==> config.mk <==
export PLATFORM = sky130hd
export DESIGN_NAME = onewire_rom_search_engine
export DESIGN_NICKNAME = d
export VERILOG_FILES = /design/src/hdl/ows_pkg.sv /design/src/hdl/ows_in_reg.sv /design/src/hdl/ows_search.sv /design/src/hdl/onewire_rom_search_engine.sv
export SDC_FILE = /design/constraint.sdc
export NUM_CORES = 1
export LEC_CHECK = 0
export ABC_CLOCK_PERIOD_IN_PS = 4520
export BUFFER_PORTS_ARGS = -buffer_cell sky130_fd_sc_hd__buf_2
export CAP_MARGIN = 20
export CORE_AREA = 2 2 168 121
export CTS_BUF_LIST = sky130_fd_sc_hd__clkbuf_8
export DETAILED_ROUTE_END_ITERATION = 12
export DIE_AREA = 0 0 170 123
export PLACE_DENSITY_LB_ADDON = 0.3
export SLEW_MARGIN = 20
export SYNTH_ARGS = -nofsm -noshare
export SYNTH_HDL_FRONTEND = slang
export SYNTH_SLANG_ARGS = --single-unit
==> constraint.sdc <==
create_clock -name clk -period 4.52 [get_ports clk]
set_clock_uncertainty 0.1 [all_clocks]
set_input_delay 0.226 -clock clk [delete_from_list [all_inputs] [get_ports clk]]
set_output_delay 0.226 -clock clk [all_outputs]
set_load 0.1 [all_outputs]
==> src/hdl/ows_pkg.sv <==
// shared types, codes and crc step function for the 1-wire search rom engine
package ows_pkg;

	localparam int unsigned ADDR_BITS = 64;
	localparam int unsigned POS_W = 7;
	localparam int unsigned IDX_W = 6;
	localparam int unsigned CRC_BITS = 56;
	localparam logic [7:0] CRC_POLY = 8'h8C;
	localparam logic [7:0] COUNT_MAX = 8'hFF;

	typedef enum logic [1:0] {
		OP_RESTART  = 2'd0,
		OP_PASS     = 2'd1,
		OP_BIT_PAIR = 2'd2
	} opcode_t;

	typedef enum logic [2:0] {
		ST_BIT_TAKEN   = 3'd0,
		ST_PASS_START  = 3'd1,
		ST_FINISHED    = 3'd2,
		ST_NO_PRESENCE = 3'd3,
		ST_ABORT       = 3'd4,
		ST_COMPLETE    = 3'd5,
		ST_SEQUENCE    = 3'd6
	} status_t;

	typedef struct packed {
		opcode_t opcode;
		logic    presence;
		logic    id_bit;
		logic    complement_bit;
	} in_item_t;

	typedef struct packed {
		status_t              status;
		logic                 direction_bit;
		logic [ADDR_BITS-1:0] found_address;
		logic                 crc_ok;
		logic [7:0]           found_count;
	} result_t;

	// one bit of the dallas crc-8, lsb first
	function automatic logic [7:0] crc8_bit(input logic [7:0] crc, input logic b);
		logic [7:0] r;
		r = {1'b0, crc[7:1]};
		if (crc[0] ^ b) begin
			r = r ^ CRC_POLY;
		end
		return r;
	endfunction

endpackage

==> src/hdl/ows_in_reg.sv <==
// input register: holds one accepted word until the search logic takes it
module ows_in_reg
	import ows_pkg::*;
(
	input  logic     clk,
	input  logic     arst_n,
	input  logic     in_valid,
	input  in_item_t in_item,
	input  logic     advance,
	output logic     in_ready,
	output logic     valid_s1,
	output in_item_t item_s1
);

	assign in_ready = !valid_s1 || advance;

	always_ff @(posedge clk or negedge arst_n) begin
		if (!arst_n) begin
			valid_s1 <= 1'b0;
		end else if (in_ready) begin
			valid_s1 <= in_valid;
		end
	end

	always_ff @(posedge clk) begin
		if (in_ready && in_valid) begin
			item_s1 <= in_item;
		end
	end

endmodule

==> src/hdl/ows_search.sv <==
// search state and last-discrepancy decision logic with running crc
module ows_search
	import ows_pkg::*;
(
	input  logic     clk,
	input  logic     arst_n,
	input  in_item_t item,
	input  logic     advance,
	output result_t  result
);

	logic [ADDR_BITS-1:0] search_addr_q, search_addr_d;
	logic [POS_W-1:0]     last_conflict_q, last_conflict_d;
	logic [POS_W-1:0]     pass_conflict_q, pass_conflict_d;
	logic [POS_W-1:0]     bit_pos_q, bit_pos_d;
	logic                 in_pass_q, in_pass_d;
	logic                 search_done_q, search_done_d;
	logic [7:0]           good_count_q, good_count_d;
	logic [7:0]           crc_q, crc_d;

	logic [POS_W-1:0]     pos_m1;
	logic [IDX_W-1:0]     idx;
	logic                 old_bit;
	logic                 new_bit;

	assign pos_m1 = bit_pos_q - POS_W'(1);
	assign idx = pos_m1[IDX_W-1:0];
	assign old_bit = search_addr_q[idx];

	always_comb begin
		search_addr_d = search_addr_q;
		last_conflict_d = last_conflict_q;
		pass_conflict_d = pass_conflict_q;
		bit_pos_d = bit_pos_q;
		in_pass_d = in_pass_q;
		search_done_d = search_done_q;
		good_count_d = good_count_q;
		crc_d = crc_q;
		new_bit = 1'b0;
		result.status = ST_SEQUENCE;
		result.direction_bit = 1'b0;
		result.found_address = '0;
		result.crc_ok = 1'b0;

		case (item.opcode)
			OP_RESTART: begin
				search_addr_d = '0;
				last_conflict_d = '0;
				pass_conflict_d = '0;
				bit_pos_d = POS_W'(1);
				in_pass_d = 1'b0;
				search_done_d = 1'b0;
				good_count_d = '0;
				crc_d = '0;
				result.status = ST_BIT_TAKEN;
			end
			OP_PASS: begin
				if (search_done_q) begin
					search_done_d = 1'b0;
					in_pass_d = 1'b0;
					result.status = ST_FINISHED;
				end else if (!item.presence) begin
					last_conflict_d = '0;
					in_pass_d = 1'b0;
					result.status = ST_NO_PRESENCE;
				end else begin
					in_pass_d = 1'b1;
					bit_pos_d = POS_W'(1);
					pass_conflict_d = '0;
					crc_d = '0;
					result.status = ST_PASS_START;
				end
			end
			OP_BIT_PAIR: begin
				if (in_pass_q) begin
					if (item.id_bit && item.complement_bit) begin
						last_conflict_d = '0;
						in_pass_d = 1'b0;
						result.status = ST_ABORT;
					end else begin
						// both zero: devices disagree here
						if (item.id_bit == item.complement_bit) begin
							if (bit_pos_q == last_conflict_q) begin
								new_bit = 1'b1;
							end else if (bit_pos_q > last_conflict_q) begin
								new_bit = 1'b0;
								pass_conflict_d = bit_pos_q;
							end else begin
								new_bit = old_bit;
								if (!old_bit) begin
									pass_conflict_d = bit_pos_q;
								end
							end
						end else begin
							new_bit = item.id_bit;
						end
						search_addr_d[idx] = new_bit;
						result.direction_bit = new_bit;
						if (bit_pos_q <= POS_W'(CRC_BITS)) begin
							crc_d = crc8_bit(crc_q, new_bit);
						end
						if (bit_pos_q >= POS_W'(ADDR_BITS)) begin
							for (int i = 0; i < 8; i++) begin
								result.found_address[8*(7-i) +: 8] = search_addr_d[8*i +: 8];
							end
							result.crc_ok = (crc_q == search_addr_d[ADDR_BITS-1 -: 8]);
							if (result.crc_ok && good_count_q != COUNT_MAX) begin
								good_count_d = good_count_q + 8'd1;
							end
							last_conflict_d = pass_conflict_d;
							search_done_d = (pass_conflict_d == '0);
							in_pass_d = 1'b0;
							bit_pos_d = POS_W'(1);
							result.status = ST_COMPLETE;
						end else begin
							bit_pos_d = bit_pos_q + POS_W'(1);
							result.status = ST_BIT_TAKEN;
						end
					end
				end
			end
			default: begin
				result.status = ST_SEQUENCE;
			end
		endcase

		result.found_count = good_count_d;
	end

	always_ff @(posedge clk or negedge arst_n) begin
		if (!arst_n) begin
			search_addr_q <= '0;
			last_conflict_q <= '0;
			pass_conflict_q <= '0;
			bit_pos_q <= POS_W'(1);
			in_pass_q <= 1'b0;
			search_done_q <= 1'b0;
			good_count_q <= '0;
			crc_q <= '0;
		end else if (advance) begin
			search_addr_q <= search_addr_d;
			last_conflict_q <= last_conflict_d;
			pass_conflict_q <= pass_conflict_d;
			bit_pos_q <= bit_pos_d;
			in_pass_q <= in_pass_d;
			search_done_q <= search_done_d;
			good_count_q <= good_count_d;
			crc_q <= crc_d;
		end
	end

endmodule

==> src/hdl/onewire_rom_search_engine.sv <==
// top level of the 1-wire search rom engine: input register, search logic, result register
// one word in gives one word out. each word passes an input register, one level of
// decision logic and a result register, which takes the result of the held word once it is
// free or being emptied, and a new word can be taken every cycle while the result side keeps up;
// the output register lets the next word be taken while a finished result still waits. restart
// clears the search and the good-device count. a pass-start word carries the presence result
// and reports search finished once a completed pass left no conflict. each bit-pair word
// returns the direction bit to write back using the last-discrepancy rule; an all-ones pair
// aborts the pass. the crc-8 (x^8+x^5+x^4+1) is built one bit at a time as the first 56 address
// bits are settled, so the 64th bit only needs a byte compare; the finished address comes out
// byte-reversed with the family code in the top byte. bus slot timing is outside this block.
module onewire_rom_search_engine
	import ows_pkg::*;
(
	input  logic        clk,
	input  logic        arst_n,
	input  logic        s_axis_tvalid,
	output logic        s_axis_tready,
	// [0] presence, [1] id_bit, [2] complement_bit, [7:3] zero
	input  logic [7:0]  s_axis_tdata,
	// [1:0] opcode
	input  logic [1:0]  s_axis_tuser,
	output logic        m_axis_tvalid,
	input  logic        m_axis_tready,
	// [0] direction_bit, [64:1] found_address, [65] crc_ok, [73:66] found_count,
	// [79:74] zero
	output logic [79:0] m_axis_tdata,
	// [2:0] status
	output logic [2:0]  m_axis_tuser
);

	in_item_t in_item;
	in_item_t item_s1;
	logic     valid_s1;
	logic     advance;
	result_t  result;
	result_t  result_s2;
	logic     valid_s2;

	// unpack the incoming word
	assign in_item.opcode = opcode_t'(s_axis_tuser);
	assign in_item.presence = s_axis_tdata[0];
	assign in_item.id_bit = s_axis_tdata[1];
	assign in_item.complement_bit = s_axis_tdata[2];

	// the held word moves on when the result register is free or being emptied
	assign advance = valid_s1 && (!valid_s2 || m_axis_tready);

	ows_in_reg u_in_reg (
		.clk      (clk),
		.arst_n   (arst_n),
		.in_valid (s_axis_tvalid),
		.in_item  (in_item),
		.advance  (advance),
		.in_ready (s_axis_tready),
		.valid_s1 (valid_s1),
		.item_s1  (item_s1)
	);

	// search state only changes when its result is captured
	ows_search u_search (
		.clk     (clk),
		.arst_n  (arst_n),
		.item    (item_s1),
		.advance (advance),
		.result  (result)
	);

	// result register
	always_ff @(posedge clk or negedge arst_n) begin
		if (!arst_n) begin
			valid_s2 <= 1'b0;
		end else if (advance) begin
			valid_s2 <= 1'b1;
		end else if (m_axis_tready) begin
			valid_s2 <= 1'b0;
		end
	end

	always_ff @(posedge clk) begin
		if (advance) begin
			result_s2 <= result;
		end
	end

	assign m_axis_tvalid = valid_s2;
	assign m_axis_tuser = result_s2.status;
	assign m_axis_tdata = {6'd0, result_s2.found_count, result_s2.crc_ok,
		result_s2.found_address, result_s2.direction_bit};

	// input side only stalls while a finished result is held back
	assert property (@(posedge clk) disable iff (!arst_n)
		!s_axis_tready |-> (m_axis_tvalid && !m_axis_tready))
		else $error("input stalled without output back-pressure");

	// address and crc flag are only reported with a complete address
	assert property (@(posedge clk) disable iff (!arst_n)
		(m_axis_tvalid && m_axis_tuser != ST_COMPLETE) |-> (m_axis_tdata[65:1] == '0))
		else $error("address or crc flag outside address complete");

	// a direction bit only comes with a bit taken or address complete
	assert property (@(posedge clk) disable iff (!arst_n)
		(m_axis_tvalid && m_axis_tdata[0]) |->
		(m_axis_tuser == ST_BIT_TAKEN || m_axis_tuser == ST_COMPLETE))
		else $error("direction bit set with wrong status");

endmodule
==> results of run 1 <==
[worst paths after layout]
path                       cells after the start                         from                     endpoint
max reg2reg                                   12        u_search.bit_pos_q[0]   u_search.search_addr_q[49]
max                                           12        u_search.bit_pos_q[0]   u_search.search_addr_q[49]
min in group clk                               2              s_axis_tdata[2]          u_in_reg.item_s1[0]
min                                            3                       arst_n     u_search.good_count_q[1]
max in group asynchronous                      3                       arst_n   u_search.search_addr_q[18]
min reg2reg                                    2  u_search.last_conflict_q[4]  u_search.last_conflict_q[4]
[power breakdown]
group | leakage (nW) | switching (mW) | internal [mW] | total, mW
sequential | 2.26 | 0.0675 | 1.89 | 1.96
clock | 0.202 | 0.661 | 0.504 | 1.16
combinational | 2.25 | 1.73 | 0.677 | 2.40
[critical path, stage by stage (launching register included)]
cell and delay (ns):
sky130_fd_sc_hd__dfstp_2 0.54, sky130_fd_sc_hd__clkinv_1 0.07, sky130_fd_sc_hd__ha_1 0.21, sky130_fd_sc_hd__ha_1 0.32, sky130_fd_sc_hd__buf_12 0.22, sky130_fd_sc_hd__or3_1 0.41, sky130_fd_sc_hd__nor2_1 0.09, sky130_fd_sc_hd__o311ai_0 0.52
sky130_fd_sc_hd__a311o_2 0.33, sky130_fd_sc_hd__and2_2 0.29, sky130_fd_sc_hd__inv_2 0.09, sky130_fd_sc_hd__nor2_4 0.74, sky130_fd_sc_hd__a22o_1 0.28
[stage by stage]
stage | setup WS [ns] | cell area [um^2] | power [mW]
3_3_place_gp | 0.254 | 11200 | 4.29
3_5_place_dp | 0.207 | 11200 | 4.33
6_report | 0.257 | 11700 | 5.52
5_1_grt | 0.0668 | 11700 | 5.75
2_1_floorplan | 0.332 | 10600 | 3.74
4_1_cts | 0.178 | 11700 | 5.48
[per-layer routing]
metal	global-route usage, %	wire [um]	vias up	part of all wire, %
li1	-	-	4175	-
met1	41.2	12700	4467	45
met2	40.4	12300	447	44
met3	7.11	2790	45	9.9
met4	7.80	414	0	1.5
met5	0	0	-	0
[synthesized netlist by cell type, types with 12 or more instances]
cell type                  count
sky130_fd_sc_hd__a21oi_1      93
sky130_fd_sc_hd__a22o_1       42
sky130_fd_sc_hd__buf_2        13
sky130_fd_sc_hd__buf_4        13
sky130_fd_sc_hd__clkbuf_1     46
sky130_fd_sc_hd__dfrtp_1     104
sky130_fd_sc_hd__edfxtp_1     82
sky130_fd_sc_hd__ha_1         16
sky130_fd_sc_hd__inv_1        34
sky130_fd_sc_hd__mux2i_1      33
sky130_fd_sc_hd__mux4_2       13
sky130_fd_sc_hd__nand2_1     131
sky130_fd_sc_hd__nand2b_1     12
sky130_fd_sc_hd__nand3_1      27
sky130_fd_sc_hd__nor2_1       94
sky130_fd_sc_hd__nor3_1       17
sky130_fd_sc_hd__o21ai_0     141
sky130_fd_sc_hd__o22ai_1      13
[timing repair]
action | 4_1_cts | 5_1_grt
setup endpoints to repair | 0 | 6
gates resized for setup | 0 | 2
hold buffers | 10 | 0
endpoints found under the hold margin | 111 | 0
[sequential cells by signal (all words and copies together), names as in the netlist, 3 cells and up]
name	count
m_axis_tuser	3
u_in_reg.item_s1	5
u_search.last_conflict_q	7
m_axis_tdata	74
u_search.search_addr_q	64
u_search.pass_conflict_q	7
u_search.bit_pos_q	7
u_search.good_count_q	8
u_search.crc_q	8
[area by class of cell]
| class | count | area [um^2] |
|---|---|---|
| Fill cell | 1621 | 7630 |
| Sequential cell | 187 | 5090 |
| Multi-Input combinational cell | 802 | 4970 |
| Timing Repair Buffer | 130 | 823 |
| Tap cell | 247 | 309 |
| Clock buffer | 17 | 234 |
| Clock inverter | 15 | 165 |
| Inverter | 38 | 144 |
[cell families after synthesis]
group	count (synthesis)	synth area share, %
flops	187	48.0
other cells	1	0.0353
compound gates	370	21.5
mux	50	6.44
simple gates	353	15.9
xor+xnor	7	0.648
buf+inv	123	5.67
fa+ha+maj	16	1.89
==> results.sh, run 1 <==
export IMPL_grt_max_degree=81
export IMPL_port_buffers=87
export IMPL_final_common_cell="sky130_fd_sc_hd__o21ai_0"
export IMPL_synthTopCellsByArea="sky130_fd_sc_hd__dfrtp_1, sky130_fd_sc_hd__edfxtp_1, sky130_fd_sc_hd__o21ai_0, sky130_fd_sc_hd__nand2_1, sky130_fd_sc_hd__a21oi_1"
export IMPL_layout_cells_most_common_list="sky130_fd_sc_hd__o21ai_0, sky130_fd_sc_hd__nand2_1, sky130_fd_sc_hd__dfrtp_1, sky130_fd_sc_hd__nor2_1, sky130_fd_sc_hd__a21oi_1"
export IMPL_fp_dieH_um=123
export IMPL_placed_cell_count=1394
export IMPL_worstPathArrival_ns=4.58
export IMPL_cts_num_sinks=187
export IMPL_via_per_inst=6.36
export IMPL_rsz0062_at_grt="false"
export IMPL_detailed_place_hpwl_mm=18.2
export IMPL_worst_setup_hold_path_clk_slew_ns=0.10
export IMPL_diodes=0
export IMPL_grt_ovfl_total=0
export IMPL_hold_violations=0
export IMPL_grt_pass1_wl_mm=45.3
export IMPL_floorplan_initialDensity_pct=54.8
export IMPL_detailedRoute_firstPassIterationCount=6
export IMPL_std_cell_rows=43
export IMPL_top_level_ports=99
export IMPL_relSlewSlack_pct=31.0
export IMPL_groute_usage_overall_pct=27.8
export IMPL_via_count_of_the_first_global_routing_pass=8404
export IMPL_crit_fanout=33
export IMPL_die_area_um2=20900
export IMPL_ctsHtreeMaxLevel=4
export IMPL_ys_ff_latch=187
export IMPL_worst_margin_pin_slew_ns=1.03
export IMPL_path_type_of_the_worst_setup_path="reg -> reg"
export IMPL_end_kind="flop"
export IMPL_place_congestion=0.930
export IMPL_cts_tree="yes"
export IMPL_seq_area_frac_synth_pct=48.0
export IMPL_timing_max_cap_violations=0
export IMPL_yosysWarningCount=0
export IMPL_p_leak_nw=4.71
export IMPL_core_area_um2=19400
export IMPL_drt_total_wl_mm=28.2
export IMPL_layout_drive_gt1_share_pct=16.6
export IMPL_top_reg_cell_synth="sky130_fd_sc_hd__dfrtp_1"
export IMPL_synth_edf_count=82
export IMPL_remaining_drc_errors=0
export IMPL_drt_antenna_violating_nets=0
export IMPL_outcome="complete, no violations"
export IMPL_cts_path_max_buffers=2
export IMPL_r2r_slack_ns=0.26
export IMPL_layout_area_overhead_vs_synth_pct=10.6
export IMPL_setup_tns_final_ns=0
export IMPL_min_path_type="in -> async"
export IMPL_hold_ws_ns=0.312
export IMPL_min_period_over_period_pct=94.3
export IMPL_maxSlewViolCount=0
export IMPL_finalSetupViolCount=0
export IMPL_max_clock_freq_mhz=235
export IMPL_timing_critical_path_from_type="flop"
export IMPL_pwr_density_cell_nw_per_um2=471
export IMPL_antenna_found_initial=1
export IMPL_cts_buffers=17
export IMPL_ir_drop_uv=265
export IMPL_timing_critical_path_required_ns=4.84
export IMPL_clockRootBuffer="sky130_fd_sc_hd__clkbuf_8"
export IMPL_yosys_top_cell_area_share_pct=24.5
export IMPL_post_synth_num_cell_types=83
export IMPL_cts_repair_timing_setup_buffer_count=0
export IMPL_netlist_instances=1107
export IMPL_layoutNonFillerInstCount=1436
export IMPL_synth_largest_area_cell="sky130_fd_sc_hd__dfrtp_1"
export IMPL_via_count=9134
export IMPL_avgSynthCellArea_um2=9.59
export IMPL_period_needed_ns=4.26
export IMPL_floorplan_die_width_um=170
export IMPL_final_net_count=1206
export IMPL_postSynth_asyncResetShare_pct=56.1
export IMPL_worst_skew_pair_late_latency_ns=0.49
export IMPL_finish_utilization_pct=60.6
export IMPL_netlist_area_um2=10600
export IMPL_post_drt_wl_per_cell_um=19.6
export IMPL_first_iter_violations=1113
Power figures use the tool's default switching activity.
==> run 2: changes to the inputs <==
--- a/config.mk
+++ b/config.mk
@@ -8,10 +8,10 @@
 export ABC_CLOCK_PERIOD_IN_PS = 4520
 export BUFFER_PORTS_ARGS = -buffer_cell sky130_fd_sc_hd__buf_2
 export CAP_MARGIN = 20
-export CORE_AREA = 2 2 168 121
-export CTS_BUF_LIST = sky130_fd_sc_hd__clkbuf_8
+export CORE_AREA = 2 2 171 123
+export CTS_BUF_LIST = sky130_fd_sc_hd__clkbuf_16
 export DETAILED_ROUTE_END_ITERATION = 12
-export DIE_AREA = 0 0 170 123
+export DIE_AREA = 0 0 173 125
 export PLACE_DENSITY_LB_ADDON = 0.3
 export SLEW_MARGIN = 20
 export SYNTH_ARGS = -nofsm -noshare
==> run 2 against run 1 <==
  * Count of clock-buffer cells in the layout up 1
  * Fmax rose by 0.37%
  * Clock power up 34%
  * Worst hold slack lost 0.013 ns
  * Final area rose by 2.1%
  * Critical path depth grew 2
  * Flip-flop and latch count is the same
  * Power grew 6.7%
  * First-iteration DRC count is 11% higher
  * Die area increased by 3.4%
==> results.sh, run 2 (synthesized netlist as in run 1, its figures left out) <==
export IMPL_via_count_of_the_first_global_routing_pass=8579
export IMPL_worst_setup_hold_path_clk_slew_ns=0.07
export IMPL_post_drt_wl_per_cell_um=19.3
export IMPL_cts_buffers=17
export IMPL_first_iter_violations=1235
export IMPL_worst_margin_pin_slew_ns=1.04
export IMPL_setup_tns_final_ns=0
export IMPL_largest_reg_flops=74
export IMPL_port_buffers=87
export IMPL_place_congestion=0.961
export IMPL_worst_setup_path_startpoint="u_search.bit_pos_q[0]"
export IMPL_ctsHtreeMaxLevel=4
export IMPL_rr_worst_depth=14
export IMPL_detailedRoute_firstPassIterationCount=8
export IMPL_floorplan_die_width_um=173
export IMPL_rsz0062_at_grt="false"
export IMPL_worstPathArrival_ns=4.33
export IMPL_p_leak_nw=4.80
export IMPL_outcome="complete, no violations"
export IMPL_cts_num_sinks=187
export IMPL_top_level_ports=99
export IMPL_timing_max_cap_violations=0
export IMPL_layout_area_overhead_vs_synth_pct=12.9
export IMPL_groute_usage_overall_pct=26.8
export IMPL_ir_drop_uv=379
export IMPL_drt_antenna_violating_nets=0
export IMPL_pwr_density_cell_nw_per_um2=492
export IMPL_relSlewSlack_pct=30.6
export IMPL_final_net_count=1206
export IMPL_via_count=9028
export IMPL_antenna_found_initial=0
export IMPL_clockRootBuffer="sky130_fd_sc_hd__clkbuf_16"
export IMPL_period_needed_ns=4.25
export IMPL_via_per_inst=6.16
export IMPL_maxSlewViolCount=0
export IMPL_finalSetupViolCount=0
export IMPL_min_path_type="in -> async"
export IMPL_cts_repair_timing_setup_buffer_count=0
export IMPL_end_kind="flop"
export IMPL_worst_skew_pair_late_latency_ns=0.44
export IMPL_layout_drive_gt1_share_pct=16.7
export IMPL_min_period_over_period_pct=94.0
export IMPL_layout_cells_most_common_list="sky130_fd_sc_hd__o21ai_0, sky130_fd_sc_hd__nand2_1, sky130_fd_sc_hd__dfrtp_1, sky130_fd_sc_hd__nor2_1, sky130_fd_sc_hd__a21oi_1"
export IMPL_grt_pass1_wl_mm=46.5
export IMPL_timing_critical_path_from_type="flop"
export IMPL_crit_fanout=33
export IMPL_max_clock_freq_mhz=235
export IMPL_hold_violations=0
export IMPL_std_cell_rows=44
export IMPL_die_area_um2=21600
export IMPL_remaining_drc_errors=0
export IMPL_core_area_um2=20100
export IMPL_floorplan_initialDensity_pct=52.7
export IMPL_diodes=0
export IMPL_cts_tree="yes"
export IMPL_final_common_cell="sky130_fd_sc_hd__o21ai_0"
export IMPL_path_type_of_the_worst_setup_path="reg -> reg"
export IMPL_drt_total_wl_mm=28.2
export IMPL_rr_startpoint="u_search.bit_pos_q[0]"
export IMPL_timing_critical_path_required_ns=4.60
export IMPL_grt_max_degree=81
export IMPL_fp_dieH_um=125
export IMPL_finish_utilization_pct=59.5
export IMPL_grt_ovfl_total=0
export IMPL_detailed_place_hpwl_mm=18.2
export IMPL_cts_path_max_buffers=2
==> run 2: changes by cell type in the layout (fill, tap and decap cells not counted), sizes merged <==
cell / previous run / this run
dlygate4sd3: 10 / 9
clkinvlp: 2 / 3
buf: 120 / 121
clkbuf: 17 / 18
clkinv: 8 / 6
==> run 2: stage by stage <==
stage / hold slack (ns) / power [mW] / area (um^2) / std cells / worst slack [ns]
floorplan: -0.170 / 3.74 / 10600 / 1112 / 0.332
global placement: 0.261 / 4.30 / 11300 / 1422 / 0.293
detailed placement: 0.265 / 4.33 / 11300 / 1423 / 0.349
CTS: 0.341 / 5.87 / 12000 / 1464 / 0.339
global route: 0.365 / 6.16 / 12000 / 1465 / 0.00591
finish: 0.299 / 5.90 / 12000 / 1465 / 0.273
==> run 2: area by class of cell <==
cell class              count  area (um^2)
well taps                 276          345
clock inverters            14          155
multi-input cells         802         4960
repair buffers            130          833
flip-flops and latches    187         5090
inverters                  38          144
fillers                  1763         8170
clock buffers              18          450
==> run 2: worst max-delay path, cell delays in order, from the launching register on <==
cell,delay (ns)
sky130_fd_sc_hd__dfstp_2,0.54
sky130_fd_sc_hd__clkinv_1,0.07
sky130_fd_sc_hd__ha_1,0.22
sky130_fd_sc_hd__ha_1,0.31
sky130_fd_sc_hd__buf_12,0.19
sky130_fd_sc_hd__nand3b_1,0.30
sky130_fd_sc_hd__nor2_2,0.36
sky130_fd_sc_hd__a211o_1,0.19
sky130_fd_sc_hd__nand4_1,0.11
sky130_fd_sc_hd__nor4_1,0.32
sky130_fd_sc_hd__nand4_1,0.15
sky130_fd_sc_hd__o211ai_2,0.29
sky130_fd_sc_hd__and4_1,0.51
sky130_fd_sc_hd__a21oi_1,0.14
sky130_fd_sc_hd__o21bai_1,0.19
==> run 2: routing by layer <==
layer / global-route usage [%] / share of wire (%)
met1: 40.6 / 47
met2: 38.7 / 43
met3: 6.63 / 8.5
met4: 6.78 / 1.4
met5: 0 / 0
==> run 2: repair_timing <==
item / CTS / global route
gates resized for setup: 0 / 0
hold buffers: 9 / 0
endpoints found under the hold margin: 67 / 0
==> run 2: path summary, 6_finish.rpt <==
check                                               to  slack (ns)
setup / recovery                      m_axis_tdata[73]        0.27
hold / removal                u_search.good_count_q[2]        0.30
setup reg to reg                      m_axis_tdata[73]        0.27
hold reg to reg            u_search.last_conflict_q[5]        0.39
max in group asynchronous   u_search.search_addr_q[57]        2.88
min in group clk           u_search.last_conflict_q[5]        0.39
==> run 2: power breakdown <==
| group | leakage (nW) | internal, mW | switching [mW] |
|---|---|---|---|
| clock network | 0.293 | 0.859 | 0.695 |
| logic | 2.24 | 0.672 | 1.70 |
| registers | 2.26 | 1.89 | 0.0772 |
